[config.mk]
export PLATFORM = sky130hd
export DESIGN_NAME = breakpoint_slot_allocator
export DESIGN_NICKNAME = d
export VERILOG_FILES = /design/src/hdl/bsa_pkg.sv /design/src/hdl/breakpoint_slot_allocator.sv /design/src/hdl/bsa_ctrl.sv /design/src/hdl/bsa_datapath.sv
export SDC_FILE = /design/constraint.sdc
export NUM_CORES = 1
export LEC_CHECK = 0
export BUFFER_PORTS_ARGS = -buffer_cell sky130_fd_sc_hd__buf_4
export CORE_MARGIN = 3
export CORE_UTILIZATION = 45
export CTS_CLUSTER_DIAMETER = 40
export DETAILED_ROUTE_END_ITERATION = 16
export SYNTH_ARGS = -nofsm -noshare
export SYNTH_HDL_FRONTEND = slang
export SYNTH_SLANG_ARGS = --single-unit
[constraint.sdc]
create_clock -name clk -period 9.63 [get_ports clk]
set_clock_uncertainty 0.15 [all_clocks]
set_input_delay 1.4445 -clock clk [delete_from_list [all_inputs] [get_ports clk]]
set_output_delay 1.4445 -clock clk [all_outputs]
set_load 0.01 [all_outputs]
[src/hdl/bsa_pkg.sv]
`timescale 1ns / 1ps

package bsa_pkg;

  localparam int ADDR_W   = 32;
  localparam int LEN_W    = 3;
  localparam int CTRL_W   = 9;
  localparam int SLOT_W   = 4;
  localparam int CFG_W    = 5;

  localparam logic [CTRL_W-1:0] BAS_ANY     = CTRL_W'(9'h0f << 5);
  localparam logic [CTRL_W-1:0] BAS_LOW_HW  = CTRL_W'(9'h03 << 5);
  localparam logic [CTRL_W-1:0] BAS_HIGH_HW = CTRL_W'(9'h0c << 5);
  localparam logic [CTRL_W-1:0] CTRL_EN     = CTRL_W'(9'h001);
  localparam logic [ADDR_W-1:0] ALIGN_MASK  = ~ADDR_W'(3);
  localparam logic [LEN_W-1:0]  LEN_WORD    = LEN_W'(4);

  typedef enum logic [1:0] {
    OP_SET       = 2'd0,
    OP_CLEAR     = 2'd1,
    OP_CLEAR_ALL = 2'd2,
    OP_RSVD      = 2'd3
  } opcode_t;

  typedef enum logic [1:0] {
    ST_DONE      = 2'd0,
    ST_NO_FREE   = 2'd1,
    ST_NOT_FOUND = 2'd2
  } status_t;

  typedef enum logic {
    S_IDLE,
    S_SCAN
  } bsa_state_t;

  typedef struct packed {
    opcode_t             opcode;
    logic [ADDR_W-1:0]   bp_address;
    logic [LEN_W-1:0]    bp_length;
  } bsa_in_t;

  typedef struct packed {
    status_t             status;
    logic [SLOT_W-1:0]   slot_index;
    logic [ADDR_W-1:0]   compare_value;
    logic [CTRL_W-1:0]   control_word;
    logic [CTRL_W-1:0]   slot0_control;
  } bsa_out_t;

  typedef struct packed {
    logic load;
    logic scan;
    logic commit;
    logic hit;
  } bsa_cmd_t;

  typedef struct packed {
    logic scan_op;
    logic found;
    logic exhausted;
  } bsa_sts_t;

  function automatic logic [CTRL_W-1:0] ctrl_word(input logic [ADDR_W-1:0] addr,
                                                  input logic [LEN_W-1:0] len);
    logic [CTRL_W-1:0] bas;
    if (len == LEN_WORD) begin
      bas = BAS_ANY;
    end else if (addr[1]) begin
      bas = BAS_HIGH_HW;
    end else begin
      bas = BAS_LOW_HW;
    end
    return bas | CTRL_EN;
  endfunction

endpackage

[src/hdl/breakpoint_slot_allocator.sv]
`timescale 1ns / 1ps
// channel   ports                           accepted at
// input     start, busy, in_data            start && !busy
// result    out_valid, out_data             each cycle out_valid is high
// config    cfg_valid, cfg_ready, cfg_data  cfg_valid && cfg_ready
//
// set and clear scan the slots one per cycle through the address store read port
// a set or clear stops at the first matching slot k, or on a miss after checking all n active slots
// clear all and the unused opcode finish without a slot search; busy drops in the cycle the result shows
// synchronous active-low reset frees all slots and sets the slot count to its maximum
// the result strobe lasts one cycle and cannot be held off

module breakpoint_slot_allocator import bsa_pkg::*; #(
  parameter int SLOTS = 16
) (
  input  logic             clk,
  input  logic             rst_n,
  input  logic             start,
  output logic             busy,
  input  bsa_in_t          in_data,
  output logic             out_valid,
  output bsa_out_t         out_data,
  input  logic             cfg_valid,
  output logic             cfg_ready,
  input  logic [CFG_W-1:0] cfg_data
);

  bsa_cmd_t cmd;
  bsa_sts_t sts;

  bsa_ctrl u_ctrl (
    .clk   (clk),
    .rst_n (rst_n),
    .start (start),
    .sts   (sts),
    .cmd   (cmd),
    .busy  (busy)
  );

  bsa_datapath #(
    .SLOTS (SLOTS)
  ) u_datapath (
    .clk       (clk),
    .rst_n     (rst_n),
    .cmd       (cmd),
    .sts       (sts),
    .in_data   (in_data),
    .cfg_we    (cfg_valid && cfg_ready),
    .cfg_data  (cfg_data),
    .out_valid (out_valid),
    .out_data  (out_data)
  );

  assign cfg_ready = !busy;

  a_result_after_work: assert property (@(posedge clk) disable iff (!rst_n)
    out_valid |-> $past(busy))
    else $error("result word without a request in flight");

  a_start_goes_busy: assert property (@(posedge clk) disable iff (!rst_n)
    start && !busy |=> busy)
    else $error("accepted request did not raise busy");

  a_single_strobe: assert property (@(posedge clk) disable iff (!rst_n)
    out_valid |=> !out_valid)
    else $error("back-to-back result words");

  a_fail_zero_ctrl: assert property (@(posedge clk) disable iff (!rst_n)
    out_valid && (out_data.status != ST_DONE) |->
      (out_data.control_word == '0) && (out_data.slot_index == '0))
    else $error("failed request reported a slot");

endmodule

[src/hdl/bsa_ctrl.sv]
`timescale 1ns / 1ps

module bsa_ctrl import bsa_pkg::*; (
  input  logic     clk,
  input  logic     rst_n,
  input  logic     start,
  input  bsa_sts_t sts,
  output bsa_cmd_t cmd,
  output logic     busy
);

  bsa_state_t state_r, state_nxt;

  always_ff @(posedge clk) begin
    if (!rst_n) begin
      state_r <= S_IDLE;
    end else begin
      state_r <= state_nxt;
    end
  end

  always_comb begin
    state_nxt  = state_r;
    cmd        = '0;
    busy       = 1'b0;
    unique case (state_r)
      S_IDLE: begin
        if (start) begin
          cmd.load  = 1'b1;
          state_nxt = S_SCAN;
        end
      end
      S_SCAN: begin
        busy     = 1'b1;
        cmd.scan = 1'b1;
        priority if (!sts.scan_op) begin
          cmd.commit = 1'b1;
          state_nxt  = S_IDLE;
        end else if (sts.found) begin
          cmd.commit = 1'b1;
          cmd.hit    = 1'b1;
          state_nxt  = S_IDLE;
        end else if (sts.exhausted) begin
          cmd.commit = 1'b1;
          state_nxt  = S_IDLE;
        end else begin
          state_nxt  = S_SCAN;
        end
      end
      default: begin
        state_nxt = S_IDLE;
      end
    endcase
  end

endmodule

[src/hdl/bsa_datapath.sv]
`timescale 1ns / 1ps

module bsa_datapath import bsa_pkg::*; #(
  parameter int SLOTS = 16
) (
  input  logic             clk,
  input  logic             rst_n,
  input  bsa_cmd_t         cmd,
  output bsa_sts_t         sts,
  input  bsa_in_t          in_data,
  input  logic             cfg_we,
  input  logic [CFG_W-1:0] cfg_data,
  output logic             out_valid,
  output bsa_out_t         out_data
);

  localparam int IDX_W = (SLOTS > 1) ? $clog2(SLOTS) : 1;
  localparam int CNT_W = $clog2(SLOTS + 1);

  logic [CNT_W-1:0]  n_r;
  opcode_t           op_r;
  logic [ADDR_W-1:0] addr_r;
  logic [LEN_W-1:0]  len_r;
  logic [SLOTS-1:0]  valid_r, valid_nxt;
  logic [CTRL_W-1:0] slot0_r, slot0_nxt;
  logic [CNT_W-1:0]  scan_idx_r;
  logic [IDX_W-1:0]  chk_idx_r;
  logic              chk_live_r;
  logic [ADDR_W-1:0] rd_data_r;
  logic [ADDR_W-1:0] mem [SLOTS];
  logic              out_valid_r;
  bsa_out_t          out_data_r, res_nxt;
  logic              issue;
  logic              match;
  logic              mem_we;
  logic [CTRL_W-1:0] ctrl_new;

  // active slot count, saturated
  always_ff @(posedge clk) begin
    if (!rst_n) begin
      n_r <= CNT_W'(SLOTS);
    end else if (cfg_we) begin
      if (cfg_data > CFG_W'(SLOTS)) begin
        n_r <= CNT_W'(SLOTS);
      end else begin
        n_r <= cfg_data[CNT_W-1:0];
      end
    end
  end

  always_ff @(posedge clk) begin
    if (cmd.load) begin
      op_r   <= in_data.opcode;
      addr_r <= in_data.bp_address;
      len_r  <= in_data.bp_length;
    end
  end

  assign issue = cmd.scan && (scan_idx_r < n_r);

  always_ff @(posedge clk) begin
    if (!rst_n) begin
      scan_idx_r <= '0;
      chk_live_r <= 1'b0;
    end else begin
      if (cmd.load) begin
        scan_idx_r <= '0;
      end else if (issue) begin
        scan_idx_r <= scan_idx_r + CNT_W'(1);
      end
      chk_live_r <= issue;
    end
  end

  always_ff @(posedge clk) begin
    if (issue) begin
      chk_idx_r <= scan_idx_r[IDX_W-1:0];
    end
  end

  // slot address store, one read and one write port
  always_ff @(posedge clk) begin
    if (issue) begin
      rd_data_r <= mem[scan_idx_r[IDX_W-1:0]];
    end
    if (mem_we) begin
      mem[chk_idx_r] <= addr_r;
    end
  end

  always_comb begin
    if (op_r == OP_SET) begin
      match = !valid_r[chk_idx_r];
    end else begin
      match = valid_r[chk_idx_r] && (rd_data_r == addr_r);
    end
  end

  assign sts.scan_op   = (op_r == OP_SET) || (op_r == OP_CLEAR);
  assign sts.found     = chk_live_r && match;
  assign sts.exhausted = !chk_live_r && (scan_idx_r >= n_r);

  assign ctrl_new = ctrl_word(addr_r, len_r);

  always_comb begin
    valid_nxt = valid_r;
    slot0_nxt = slot0_r;
    mem_we    = 1'b0;
    res_nxt   = '0;
    res_nxt.status = ST_DONE;
    unique case (op_r)
      OP_SET: begin
        if (cmd.hit) begin
          mem_we                = cmd.commit;
          valid_nxt[chk_idx_r]  = 1'b1;
          if (chk_idx_r == '0) begin
            slot0_nxt = ctrl_new;
          end
          res_nxt.slot_index    = SLOT_W'(chk_idx_r);
          res_nxt.compare_value = addr_r & ALIGN_MASK;
          res_nxt.control_word  = ctrl_new;
        end else begin
          res_nxt.status = ST_NO_FREE;
        end
      end
      OP_CLEAR: begin
        if (cmd.hit) begin
          valid_nxt[chk_idx_r] = 1'b0;
          if (chk_idx_r == '0) begin
            slot0_nxt = '0;
          end
          res_nxt.slot_index    = SLOT_W'(chk_idx_r);
          res_nxt.compare_value = addr_r & ALIGN_MASK;
        end else begin
          res_nxt.status = ST_NOT_FOUND;
        end
      end
      OP_CLEAR_ALL: begin
        valid_nxt = '0;
        slot0_nxt = '0;
      end
      default: begin
      end
    endcase
    res_nxt.slot0_control = slot0_nxt;
  end

  always_ff @(posedge clk) begin
    if (!rst_n) begin
      valid_r     <= '0;
      slot0_r     <= '0;
      out_valid_r <= 1'b0;
    end else begin
      out_valid_r <= cmd.commit;
      if (cmd.commit) begin
        valid_r <= valid_nxt;
        slot0_r <= slot0_nxt;
      end
    end
  end

  always_ff @(posedge clk) begin
    if (cmd.commit) begin
      out_data_r <= res_nxt;
    end
  end

  assign out_valid = out_valid_r;
  assign out_data  = out_data_r;

endmodule
==> results of run 1 <==
[metal layers]
layer  routed length, um  vias up  part of all wire, %
li1                    -     5379                    -
met4                1360        0                  2.3
met5                   0        -                    0
met3                3590       99                  6.1
met2               28300      448                   48
met1               25500     6611                   43
[cell families (layout without fill, tap and decap cells)]
| family | Yosys count | in the layout |
|---|---|---|
| DFF | 671 | 671 |
| xor gates and xnor gates | 36 | 36 |
| and+or+nand+nor | 210 | 210 |
| other | 1 | 6 |
| muxes | 165 | 165 |
| adders and majority gates | 9 | 9 |
| AOI/OAI and AO/OA | 68 | 68 |
| buffers and inverters | 82 | 302 |
[state kept, by name (all words and copies together), names as in the netlist, 3 cells and up]
register / count
u_datapath.scan_idx_r: 5
u_datapath.valid_r: 16
u_datapath.mem: 512
u_datapath.addr_r: 32
u_datapath.len_r: 3
u_datapath.n_r: 5
u_datapath.slot0_r: 9
u_datapath.out_data: 48
u_datapath.chk_idx_r: 4
u_datapath.rd_data_r: 32
[power breakdown]
group	leakage (nW)	internal (mW)	total, mW	switching [mW]
Combinational	2.30	0.0879	0.198	0.111
Sequential	6.03	3.23	3.28	0.0526
Clock	1.42	1.95	3.23	1.28
[final timing paths]
kind | from | end | slack [ns] | cells after the start
worst max register to register | u_datapath.addr_r[21] | u_datapath.slot0_r[6] | 4.53 | 9
worst min register to register | u_datapath.slot0_r[4] | u_datapath.slot0_r[4] | 0.30 | 1
worst max-delay path | u_datapath.addr_r[21] | u_datapath.slot0_r[6] | 4.53 | 9
worst min-delay path | u_datapath.slot0_r[4] | u_datapath.slot0_r[4] | 0.30 | 1
[cell type report]
class / instances / share of cell area, %
flip-flops and latches: 671 / 64.7
multi-input cells: 494 / 19.2
inverters: 13 / 0.160
clock buffers: 96 / 7.41
clock inverters: 67 / 2.28
repair buffers: 126 / 3.10
well taps: 756 / 3.10
[synthesized netlist by cell type, drive strengths merged]
master and number:
edfxtp 633, mux4 164, nand2 53, nor2 49, and2 45, clkbuf 43
dfxtp 38, xor2 30, buf 26, nor2b 25, a31oi 18, a221o 16
inv 13, nand3 11, a21oi 10, ha 9, nand4 7, nor4 7
xnor2 6, a21o 5, nor3b 5, a22o 4, nor3 3, o21ai 3
or3 3, a21boi 2, nand2b 2, o211a 2, o21a 2, a211o 1
a22oi 1, conb 1, mux2i 1, o211ai 1, o22ai 1, o31ai 1
o41a 1
[metrics by stage]
| step | setup WS (ns) | instance area (um^2) | hold WS, ns |
|---|---|---|---|
| 2_1_floorplan | 5.85 | 25900 | 0.271 |
| 3_3_place_gp | 4.75 | 27600 | 0.293 |
| 3_5_place_dp | 4.57 | 27600 | 0.287 |
| 4_1_cts | 4.52 | 30600 | 0.306 |
| 5_1_grt | 4.24 | 30600 | 0.332 |
| 6_report | 4.53 | 30600 | 0.302 |
==> impl_metrics.toml, run 1 <==
[status]
run_status = "finished clean"

[critical_path]
worst-path-buf-inv = 1
path_class = "flop to flop"
crit_chain = "xor2_1, nor4_1, nand4_1, nor4_1, nand2_1, a31oi_4, buf_4, a21boi_2, a22o_1"
critPathCaptureType = "flop"
path_common_cell = "nor4_1"
arrival_ns = 5.45
cp-start-kind = "flop"
slowest_stage = "a31oi_4"
critical-path-max-stage-delay_ns = 0.74
crit_fanout = 47
cpLargestDelayFamily = "simple AND/OR/NAND/NOR gates"
required_ns = 9.98

[clock_tree]
numCtsBuffers = 87
clockBufferDepth = 3
hold_buffers = 0
post-cts-setup-buffers = 0
cts_resized = 0
cts.clk_slew.worst_paths_ns = 0.06
root_buffer = "clkbuf_16"
cts_tree = "yes"
cts_max_level = 3
clock-sinks = 671
clk_latency_ns = 0.64

[global_route]
met2_usage_pct = 31.6
antenna_found_initial = 1
grtUsageMet1_pct = 28.7
overflow = 0
grt_start_max_net_pins = 52
met3_usage_pct = 3.58
grt_pass1_wl_um = 86600
track_usage_pct = 19.9
grt_pass1_vias = 12900
busiest_layer = "met2"

[final_layout]
areaGrowthSynthToFinish_pct = 18.2
final_util_pct = 54.0
layout_commonest_cell = "edfxtp_1"
finalNonFillerCells = 2223
nets = 1448
antennaDiodeCount = 0
register_area_um2 = 19800
drive_gt1_share_pct = 31.6
mostFrequentLayoutCells = "edfxtp_1 (633), mux4_2 (164), buf_4 (126)"
final.fill_count = 4375
multiInputGateArea_um2 = 5880

[yosys]
yosysWarningCount = 0
synth_compound_area_share_pct = 2.04
netlist_area_um2 = 25800
avgSynthCellArea_um2 = 20.8
yosys_register_bits = 671
syn-instance-count = 1242
synth_top_family_by_area = "multiplexers"
yosys-top-cells-area = "edfxtp_1 (74%), mux4_2 (14%), dfxtp_1 (2.9%), and2_1 (1.1%), xor2_1 (1.0%)"
synth_top_area_share_pct = 73.6
synthMuxAreaShare_pct = 14.3
yosysUniqueCellTypes = 42
synth_seq_area_share_pct = 76.5
synth_fa_ha_area_share_pct = 0.436
synth-simple-area-share_pct = 4.07
synth_xor_area_share_pct = 1.22
yosys.area.top_type = "edfxtp_1"

[floorplanning]
fp.dieW_um = 246
die_area_um2 = 60300
rows = 87
core_area_um2 = 56600
io_pins = 105
start_util_pct = 45.7
die_h_um = 246

[route]
wl_um = 58800
drtIter0Drc = 1089
dr.pass1.iters = 5
ant_nets = 0
avgViaCountPerCell = 5.64
drc = 0
wire_per_inst_um = 26.4
vias = 12500

[power_and_ir_drop]
total_power_mw = 6.71
leakage_nw = 9.75
p_per_area_nw_per_um2 = 220
ir_worst_vdd_mv = 0.151

[timing]
rsz0062_at_grt = "false"
fin_tns_setup_ns = 0
period_needed_ns = 5.10
finalCritPeriodShare_pct = 53.0
setup_violations = 0
slew_headroom_pct = 33.2
hold_violations = 0
finalMaxSlewViolations = 0
fmax_mhz = 196
tightest_slew_ns = 1.00

[placed_design]
io_buffers = 98
dp.final_hpwl_um = 28400
gp_congestion = 0.750
dp_cells = 2060

[hold_path]
min_path_type = "flop to flop"

[run]
max_cap_violations = 0
Power figures use the tool's default switching activity.
==> inputs of run 2 (changes only) <==
==> constraint.sdc (replaced) <==
create_clock -name clk -period 4.6 [get_ports clk]
set_clock_uncertainty 0.15 [all_clocks]
set_input_delay 0.69 -clock clk [delete_from_list [all_inputs] [get_ports clk]]
set_output_delay 0.69 -clock clk [all_outputs]
set_load 0.01 [all_outputs]
==> impl_metrics.toml, run 2 (same netlist as run 1, synthesis figures left out) <==
[final_layout]
antennaDiodeCount = 0
fin_area_um2 = 31000
areaGrowthSynthToFinish_pct = 20.1
largest_register_ffs = 512
nets = 1461
max_flop_register = "u_datapath.mem"
mostFrequentLayoutCells = "edfxtp_1 (633), mux4_2 (164), buf_4 (114)"
layout_commonest_cell = "edfxtp_1"
final_util_pct = 54.9
finalNonFillerCells = 2238
drive_gt1_share_pct = 32.7
final.fill_count = 4361

[run]
max_cap_violations = 0

[clock_tree]
cts_tree = "yes"
clockBufferDepth = 3
root_buffer = "clkbuf_16"
numCtsBuffers = 93
cts_resized = 0
clk_latency_ns = 0.63
cts_max_level = 3
post-cts-setup-buffers = 0
hold_buffers = 0
cts.clk_slew.worst_paths_ns = 0.06
clock-sinks = 671

[route]
wl_um = 58400
dr.pass1.iters = 5
avgViaCountPerCell = 5.64
vias = 12600
drtIter0Drc = 1193
drc = 0
ant_nets = 0
wire_per_inst_um = 26.1

[global_route]
grt_start_max_net_pins = 133
grt_pass1_vias = 12900
antenna_found_initial = 2
overflow = 0
track_usage_pct = 19.8
grt_pass1_wl_um = 86100

[floorplanning]
rows = 87
die_h_um = 246
io_pins = 105
fp.dieW_um = 246
core_area_um2 = 56600
die_area_um2 = 60300
start_util_pct = 45.7

[power_and_ir_drop]
switching_share_pct = 21.5
comb_power_share_pct = 3.0
p_switching_mw = 3.10
internal-power_mw = 11.3
total_power_mw = 14.4
leakage_nw = 9.93
pwr-share-seq_pct = 47.6
ir_worst_vdd_mv = 0.330
clkPwrFrac_pct = 49.4
p_per_area_nw_per_um2 = 465

[critical_path]
crit_fanout = 18
cp-start-kind = "flop"
arrival_ns = 4.26
critPathCaptureType = "flop"
r2r_cells = 10
path_class = "flop to flop"
required_ns = 4.94

[placed_design]
io_buffers = 98
gp_congestion = 0.799
place_area_um2 = 27900
detailedPlace.worstSlack_ns = 0.678
dp.final_hpwl_um = 28600
dp_cells = 2067

[timing]
setup_ws_ns = 0.683
slew_headroom_pct = 34.1
fin_tns_setup_ns = 0
finalMaxSlewViolations = 0
hold_violations = 0
period_needed_ns = 3.92
setup_violations = 0
timing.hold.ws_ns = 0.0876
tightest_slew_ns = 0.989
finalCritPeriodShare_pct = 85.2
fmax_mhz = 255
rsz0062_at_grt = "false"

[hold_path]
worstHoldPathCells = 1
min_path_type = "input pin to flop"

[status]
run_status = "finished clean"
-- run 2: changes by cell type in the layout (fill, tap and decap cells not counted), sizes merged --
cell	previous run	this run
inv	28	37
clkinv	33	25
buf	126	133
clkbuf	96	100
clkinvlp	11	13
bufinv	8	9
-- run 2: power by group through the flow --
stage,logic [mW],clock network [mW],registers (mW)
after detailed placement,0.447,0,6.99
final,0.438,7.12,6.87
after global placement,0.444,0,6.99
after global routing,0.475,7.51,6.88
after CTS,0.448,7.25,6.87
after floorplan,0.262,0,6.96
-- run 2: layer usage --
metal  GRT usage [%]  part of all wire (%)  up-vias
li1                -                     -     5422
met1            29.1                    44     6635
met2            30.4                    47      477
met3            4.11                   6.7       81
met4            5.40                   2.0        0
met5               0                     0        -
-- run 2: layout make-up --
type / count / area [um^2] / share of cell area (%)
repair buffers: 133 / 1240 / 3.98
multi-input cells: 494 / 5880 / 18.9
well taps: 756 / 946 / 3.05
clock buffers: 100 / 2400 / 7.72
clock inverters: 71 / 763 / 2.46
inverters: 13 / 48.8 / 0.157
flip-flops and latches: 671 / 19800 / 63.7
-- run 2: path summary, 6_finish.rpt --
| kind | start | to | slack, ns |
|---|---|---|---|
| worst max-delay path | u_datapath.addr_r[21] | u_datapath.valid_r[11] | 0.68 |
| worst min-delay path | in_data[7] | u_datapath.addr_r[4] | 0.09 |
| worst max register to register | u_datapath.addr_r[21] | u_datapath.valid_r[11] | 0.68 |
| worst min register to register | u_datapath.slot0_r[2] | u_datapath.slot0_r[2] | 0.30 |
-- run 2: worst max-delay path, stage by stage, from the launching register on --
cell and delay (ns):
edfxtp_1 0.60, xor2_1 0.26, nor4_1 0.68, nand4_1 0.29, nor4_1 0.36, buf_4 0.19, nand3_1 0.18, o31ai_4 0.46
buf_4 0.25, a31oi_1 0.10, a221o_1 0.27
==> inputs of run 3 (changes only) <==
--- a/config.mk
+++ b/config.mk
@@ -5,6 +5,7 @@
 export SDC_FILE = /design/constraint.sdc
 export NUM_CORES = 1
 export LEC_CHECK = 0
+export ABC_AREA = 1
 export BUFFER_PORTS_ARGS = -buffer_cell sky130_fd_sc_hd__buf_4
 export CORE_MARGIN = 3
 export CORE_UTILIZATION = 45
==> impl_metrics.toml, run 3 <==
[route]
wl_um = 66300
dr.pass1.iters = 5
drtIter0Drc = 1578
drc = 0
ant_nets = 0
avgViaCountPerCell = 5.55
wire_per_inst_um = 22.1
vias = 16700

[yosys]
yosysUniqueCellTypes = 35
syn-instance-count = 2052
yosys.area.top_type = "edfxtp_1"
async_flop_share_pct = 0
synth_enable_flop_cells = 633
yosys-top-cells-area = "edfxtp_1 (71%), nor2_1 (5.7%), o21ai_0 (3.1%), nand2_1 (2.9%), dfxtp_1 (2.9%)"
netlist_area_um2 = 26700
yosysWarningCount = 0
yosysMostFrequentCell = "edfxtp_1"
synth_common_cells = "edfxtp_1 (633), nor2_1 (403), nand2_1 (205), o21ai_0 (165), inv_1 (102)"
synthFlopType = "edfxtp_1"
yosys_register_bits = 671
synth_top_area_share_pct = 71.3
synth_seq_area_share_pct = 74.1
avgSynthCellArea_um2 = 13.0

[timing]
tightest_slew_ns = 1.27
finalCritPeriodShare_pct = 85.1
period_needed_ns = 3.91
setup_violations = 0
finalMaxSlewViolations = 0
timing.hold.ws_ns = 0.0894
setup_ws_ns = 0.688
fmax_mhz = 256
rsz0062_at_grt = "false"
slew_headroom_pct = 15.1
hold_violations = 0
fin_tns_setup_ns = 0

[clock_tree]
clk_latency_ns = 0.63
numCtsBuffers = 87
cts.clk_slew.worst_paths_ns = 0.06
hold_buffers = 0
cts_max_level = 3
cts_resized = 0
clock-sinks = 671
root_buffer = "clkbuf_16"
post-cts-setup-buffers = 0
cts_tree = "yes"
clockBufferDepth = 3

[final_layout]
drive_gt1_share_pct = 14.2
multiInputGateArea_um2 = 6130
final.fill_count = 4801
layout_commonest_cell = "edfxtp_1"
mostFrequentLayoutCells = "edfxtp_1 (633), nor2_1 (384), nand2_1 (205)"
fin_area_um2 = 31300
nets = 2218
max_flop_register = "u_datapath.mem"
antennaDiodeCount = 0
register_area_um2 = 19800
largest_register_ffs = 512
areaGrowthSynthToFinish_pct = 17.5
finalNonFillerCells = 3000

[critical_path]
cpLargestDelayFamily = "simple AND/OR/NAND/NOR gates"
crit_fanout = 32
path_class = "flop to flop"
arrival_ns = 4.00
r2r_slack_ns = 0.69
critPathCaptureType = "flop"
worst_r2r_endpoint = "u_datapath.mem[10][27]"
worst-path-buf-inv = 2
required_ns = 4.69
critical-path-max-stage-delay_ns = 0.87
crit_chain = "xnor2_1, nand2_1, nor2_1, nand2_1, nor2_1, nand3_1, nand2_2, nand3_4, nor2_1, inv_2, nor2_4, buf_4"
slowest_stage = "edfxtp_1"
cp-start-kind = "flop"
crit_cells = 12
worstReg2RegStart = "u_datapath.addr_r[28]"
r2r_cells = 12
path_common_cell = "nor2_1"

[floorplanning]
rows = 88
fp.dieW_um = 249
io_pins = 105
die_area_um2 = 62200
die_h_um = 249
core_area_um2 = 58100
start_util_pct = 45.9

[run]
max_cap_violations = 0

[global_route]
track_usage_pct = 21.1
grt_pass1_wl_um = 101000
overflow = 0
antenna_found_initial = 2
grt_start_max_net_pins = 261
grt_pass1_vias = 16300

[placed_design]
dp_cells = 2839
io_buffers = 98
gp_congestion = 0.820
dp.final_hpwl_um = 35000
detailedPlace.worstSlack_ns = 0.727
place_area_um2 = 28400

[hold_path]
hp-start = "in_data[7]"
min_to = "u_datapath.addr_r[4]"
worstHoldPathCells = 1
min_path_type = "input pin to flop"

[power_and_ir_drop]
ir_worst_vdd_mv = 0.373
p_per_area_nw_per_um2 = 459
leakage_nw = 10.6

[status]
run_status = "finished clean"
## run 3: changes by cell type after synthesis, sizes merged, moves of 50 or more
cell / change
nor2: +356
mux4: -164
o21ai: +162
nand2: +155
inv: +94
o32ai: +82
nand3: +80
clkbuf: +50
## run 3: final cells by class
cell class | count | share of cell area (%)
Sequential cell | 671 | 63.1
Multi-Input combinational cell | 1153 | 19.6
Clock buffer | 99 | 7.19
Timing Repair Buffer | 139 | 3.57
Tap cell | 765 | 3.05
Clock inverter | 62 | 2.16
Inverter | 111 | 1.35
## run 3: logic make-up after synthesis
logic type               Yosys count  share of synthesized area [%]
flip-flops                       671                           74.1
other                              1                         0.0141
multiplexers                      46                           1.73
XOR/XNOR                          25                          0.821
adder cells (fa/ha/maj)            9                          0.422
AO/OA/AOI/OAI                    357                           8.79
AND/OR/NAND/NOR                  710                           10.6
buffers and inverters            233                           3.51
## run 3: per-layer routing
metal | GRT usage (%) | routed length (um) | vias to the layer above
li1 | - | - | 7692
met1 | 30.4 | 29900 | 8359
met2 | 33.4 | 31100 | 515
met3 | 3.31 | 4030 | 90
met4 | 6.07 | 1260 | 4
met5 | 0 | 27 | -
## run 3: stage by stage
stage | power (mW) | util, %
2_1_floorplan | 7.46 | -
3_3_place_gp | 7.73 | 48.9
3_5_place_dp | 7.74 | 48.9
4_1_cts | 14.5 | 53.9
5_1_grt | 14.9 | 53.9
6_report | 14.4 | 53.9
## run 3: worst max path at each step
stage,startpoint,endpoint,slack [ns]
after floorplan,u_datapath.scan_idx_r[0],u_datapath.scan_idx_r[4],0.57
after global placement,u_datapath.addr_r[28],u_datapath.mem[9][26],0.83
after detailed placement,u_datapath.addr_r[28],u_datapath.mem[11][27],0.73
after CTS,u_datapath.addr_r[28],u_datapath.mem[11][25],0.72
after global routing,u_datapath.addr_r[28],u_datapath.mem[13][0],0.49
final,u_datapath.addr_r[28],u_datapath.mem[10][27],0.69
## run 3: where the power goes
part | switching [mW] | leakage (nW) | total [mW] | internal, mW
Sequential | 0.115 | 6.05 | 6.91 | 6.80
Combinational | 0.467 | 3.12 | 0.711 | 0.243
Clock | 2.66 | 1.42 | 6.75 | 4.09
Total | 3.24 | 10.6 | 14.4 | 11.1
